## src/design/greedy_nonoverlap_region_filter_defines.svh

```systemverilog
// assertion macros shared by the region filter rtl
`ifndef GREEDY_NONOVERLAP_REGION_FILTER_DEFINES_SVH
`define GREEDY_NONOVERLAP_REGION_FILTER_DEFINES_SVH

// same-cycle implication, sampled on the rising clock edge, off during reset
`define GNRF_ASSERT_IMP(label, ante, cons, msg) \
   label: assert property (@(posedge clock) disable iff (reset) (ante) |-> (cons)) \
      else $error(msg);

// next-cycle implication, sampled on the rising clock edge, off during reset
`define GNRF_ASSERT_NXT(label, ante, cons, msg) \
   label: assert property (@(posedge clock) disable iff (reset) (ante) |=> (cons)) \
      else $error(msg);

`endif

```

## src/design/gnrf_ram.sv

```systemverilog
// generic single-write, single-read ram with registered read data
`default_nettype none

module gnrf_ram #(
   parameter int WIDTH = 8,
   parameter int DEPTH = 16
) (
   input  wire logic                                  clock,
   input  wire logic                                  wr_en,
   input  wire logic [((DEPTH > 1) ? $clog2(DEPTH) : 1)-1:0] wr_addr,
   input  wire logic [WIDTH-1:0]                      wr_data,
   input  wire logic                                  rd_en,
   input  wire logic [((DEPTH > 1) ? $clog2(DEPTH) : 1)-1:0] rd_addr,
   output logic      [WIDTH-1:0]                      rd_data
);

   logic [WIDTH-1:0] mem_ff [DEPTH];

   // write port
   always_ff @(posedge clock) begin
      if (wr_en) begin
         mem_ff[wr_addr] <= wr_data;
      end
   end

   // read port, registered read data
   always_ff @(posedge clock) begin
      if (rd_en) begin
         rd_data <= mem_ff[rd_addr];
      end
   end

endmodule

`default_nettype wire

```

## config.mk

```make
export PLATFORM = sky130hd
export DESIGN_NAME = gnrf_ram
export DESIGN_NICKNAME = d
export VERILOG_FILES = /design/src/design/greedy_nonoverlap_region_filter_defines.svh /design/src/design/gnrf_ram.sv
export SDC_FILE = /design/constraint.sdc
export NUM_CORES = 1
export LEC_CHECK = 0
export ABC_AREA = 1
export BUFFER_PORTS_ARGS = -buffer_cell sky130_fd_sc_hd__buf_2
export CAP_MARGIN = 20
export CORE_MARGIN = 1
export CORE_UTILIZATION = 40
export CTS_BUF_LIST = sky130_fd_sc_hd__clkbuf_8 sky130_fd_sc_hd__clkbuf_16
export DETAILED_ROUTE_END_ITERATION = 6
export RECOVER_POWER = 25
export SYNTH_ARGS = -nofsm -noshare
export SYNTH_HDL_FRONTEND = slang
export SYNTH_SLANG_ARGS = --single-unit
```

## constraint.sdc

```tcl
create_clock -name clock -period 1.41 [get_ports clock]
set_input_delay 0.282 -clock clock [delete_from_list [all_inputs] [get_ports clock]]
set_output_delay 0.282 -clock clock [all_outputs]
set_load 0.005 [all_outputs]
```

==> qor.log <==
[outcome] outcome finished clean
[setup_path] crit path buf inv count 1
[routing] Routed WL 13600 µm
[clocking] number of levels the H-tree was split into 4
[cells_and_area] Antenna diodes 0
[global_route] met1 Usage GRT 26.9%
[logic_synthesis] Net Count, Synth 570
[logic_synthesis] synth warn 0
[timing] time the final worst path needs with I/O delays and setup 1.25 ns
[setup_path] top fanout value on the critical path 1
[logic_synthesis] mapped cell area 5850 µm²
[power] power per standard cell area 1400 nW/µm²
[clocking] number of CTS-inserted buffers 17
[setup_path] Crit path max-delay family flip-flops
[power] net switching fraction of the power 20.5%
[timing] setup-violating endpoint count in the final report 0
[global_route] global routing usage summed across all routing layers 19.9%
[timing] final max-slew violation count 0
[die] die boundary width 123 µm
[die] Chip Height 123 µm
[cells_and_area] layout overhead on the synthesized area 17.3%
[flow_run] max_cap viols 0
[global_route] met3 track demand over resource in global routing 4.06%
[clocking] TritonCTS clock tree yes
[clocking] buffer type at the clock tree root clkbuf_16
[power] Combinational Power Share 5.9%
[routing] Vias per Instance 4.86
[setup_path] delay contributed by the slowest stage of the critical path 0.41 ns
[cells_and_area] layout cell share with drive strength beyond 1 12.3%
[timing] worst max-slew margin expressed relative to the limit 42.5%
[setup_path] required arrival time at the worst endpoint 1.13 ns
[setup_path] type of element launching the critical path register
[placement] routability cong. 0.802
[setup_path] WP data arrival 0.97 ns
[die] Cell Rows 43
[clocking] Resized Gates After CTS 0
[setup_path] crit path kind register to output pin
[cells_and_area] most frequent standard cell in the layout excluding fill and tap cells nand2_1
[setup_path] Reg2Reg Launch Point mem_ff[8][2]$_DFFE_PP_
[timing] final worst hold slack 0.305 ns
[timing] post-route fraction of the period consumed by the critical path 88.8%
[power] sequential cell fraction of total power 47.8%
[cells_and_area] most frequent cells in the layout 173 x nand2_1, 136 x edfxtp_1, 102 x inv_1
[logic_synthesis] Avg Cell Area, Syn 10.6 µm²
[placement] placed wire-length estimate 8540 µm
[routing] number of DRC violations after detailed routing 0
[die] Core Region 14100 µm²
[timing] upper clock frequency limit 0.799 GHz
[die] Die Area 15100 µm²
[timing] unrepaired setup endpoints after global routing no
[routing] initial detailed-routing violation count 278
[routing] total via count in the routed design 3846
[clocking] hold buffer count at cts 0
[routing] DRT Pass-1 Iters 5
[placement] Buffers on Ports 26
[global_route] met2 Track Usage GR 31.1%
[clocking] sinks on the clock net 136
[power] Leak 0.00296 µW
[setup_path] setup slack on the worst flop-to-flop path 0.27 ns
[logic_synthesis] count of different cell masters after synthesis 11
[cells_and_area] final net count 618
[power] internal cell power 7630 µW
[setup_path] endpoint type of the worst setup path output pin
[setup_path] number of cells on the worst reg-to-reg path 6
[global_route] number of antenna violations at the first check in global routing 0
[routing] Routed Antenna Nets 0
[power] reported net switching power 1960 µW
[logic_synthesis] number of flip-flops and latches in the synthesized netlist 136
[logic_synthesis] sequential-to-total area share from yosys stat 69.8%
[global_route] GRT Residual Overflow 0
[power] worst-case vdd ir drop 0.000638 V
[timing] transition time at the pin with the least slew margin 0.863 ns
[cells_and_area] post-route design area 6860 µm²
[clocking] maximum number of buffers from clock root to sink 2
[setup_path] Crit-path slowest cell edfxtp_1
[placement] cell area after placement 6280 µm²
[logic_synthesis] gate count of the mapped netlist 551
[global_route] number of global-route vias before repair 3866
[timing] hold violation count in the final report 0
[clocking] insertion delay to the later sink of the worst-skew pair 0.41 ns
[timing] Worst Clk Skew 0.00452 ns
[clocking] CTS clock-pin slew for the worst setup and hold paths 0.06 ns
[min_path] launch point of the worst hold path wr_data[5]
[setup_path] reg-to-reg critical path endpoint rd_data[2]$_DFFE_PP_
[global_route] wire length of the first global-routing pass 21300 µm
[min_path] path type of the worst min-delay path primary input to register
[min_path] Hold Path Stages 1
[routing] Avg WL per Cell 17.2 µm
[global_route] Most Crowded Layer GR met2
[global_route] pin count of the biggest net entering global routing 33
[min_path] hold-critical path endpoint mem_ff[8][5]$_DFFE_PP_
[clocking] number of post-CTS setup repair buffers 0
[power] portion of total power attributed to the clock network 46.2%
[die] effective utilization at floorplan 41.5%
[setup_path] critical path cell sequence buf_2
[die] Ports 27
## cells in the mapped netlist (all sizes together)
master	count	share of area (%)
nand2	173	11
nand3b	2	0.26
nand3	97	8.3
edfxtp	136	70
inv	102	6.5
nor2	17	1.1
buf	24	2.8
## sequential cells by signal, summed over array words and instances (netlist names)
signal	cells
rd_data	8
mem_ff	128
## power groups by stage
stage / clock (µW) / sequential, µW / combinational (µW)
after global routing: 4650 / 4590 / 628
final: 4430 / 4590 / 568
after global placement: 0 / 4670 / 563
after detailed placement: 0 / 4670 / 571
after CTS: 4500 / 4590 / 576
after floorplan: 0 / 4660 / 319
## routing by layer
| layer | share of wire (%) | wire, µm |
|---|---|---|
| met4 | 1.8 | 250 |
| met3 | 5.7 | 774 |
| met1 | 46 | 6280 |
| met2 | 46 | 6310 |
| met5 | 0 | 0 |
## logic make-up (layout without fill, tap and decap cells)
kind of cell,after synthesis,after routing,share of synthesized area [%]
buf+inv,126,186,9.39
flops,136,136,69.8
simple gates,289,289,20.8
## worst max-delay path by stage
stage	from	endpoint	slack, ns	depth (start not counted)
floorplan	wr_addr[2]	mem_ff[10][0]$_DFFE_PP_	0.18	2
global placement	rd_addr[0]	rd_data[6]$_DFFE_PP_	-0.13	9
detailed placement	rd_addr[0]	rd_data[3]$_DFFE_PP_	-0.14	9
CTS	rd_data[6]$_DFFE_PP_	rd_data[6]	0.12	1
global route	rd_data[4]$_DFFE_PP_	rd_data[4]	0.12	1
finish	rd_data[4]$_DFFE_PP_	rd_data[4]	0.16	1
## metrics by stage
| step | std cells | utilization, % | power, µW | setup TNS, ns | setup slack (ns) |
|---|---|---|---|---|---|
| floorplan | 551 | - | 4980 | 0 | 0.177 |
| global placement | 760 | 44.5 | 5230 | -0.678 | -0.125 |
| detailed placement | 760 | 44.5 | 5240 | -0.706 | -0.135 |
| CTS | 791 | 48.7 | 9660 | 0 | 0.120 |
| global route | 791 | 48.7 | 9870 | 0 | 0.119 |
| finish | 791 | 48.7 | 9590 | 0 | 0.158 |
## area by class of cell
type | instances | area, µm²
clock inverters | 14 | 165
clock buffers | 17 | 425
multi-input cells | 289 | 1210
inverters | 102 | 383
well taps | 180 | 225
repair buffers | 53 | 364
fillers | 1259 | 7240
flip-flops and latches | 136 | 4080
No activity file was read; power rests on OpenSTA's default activity.
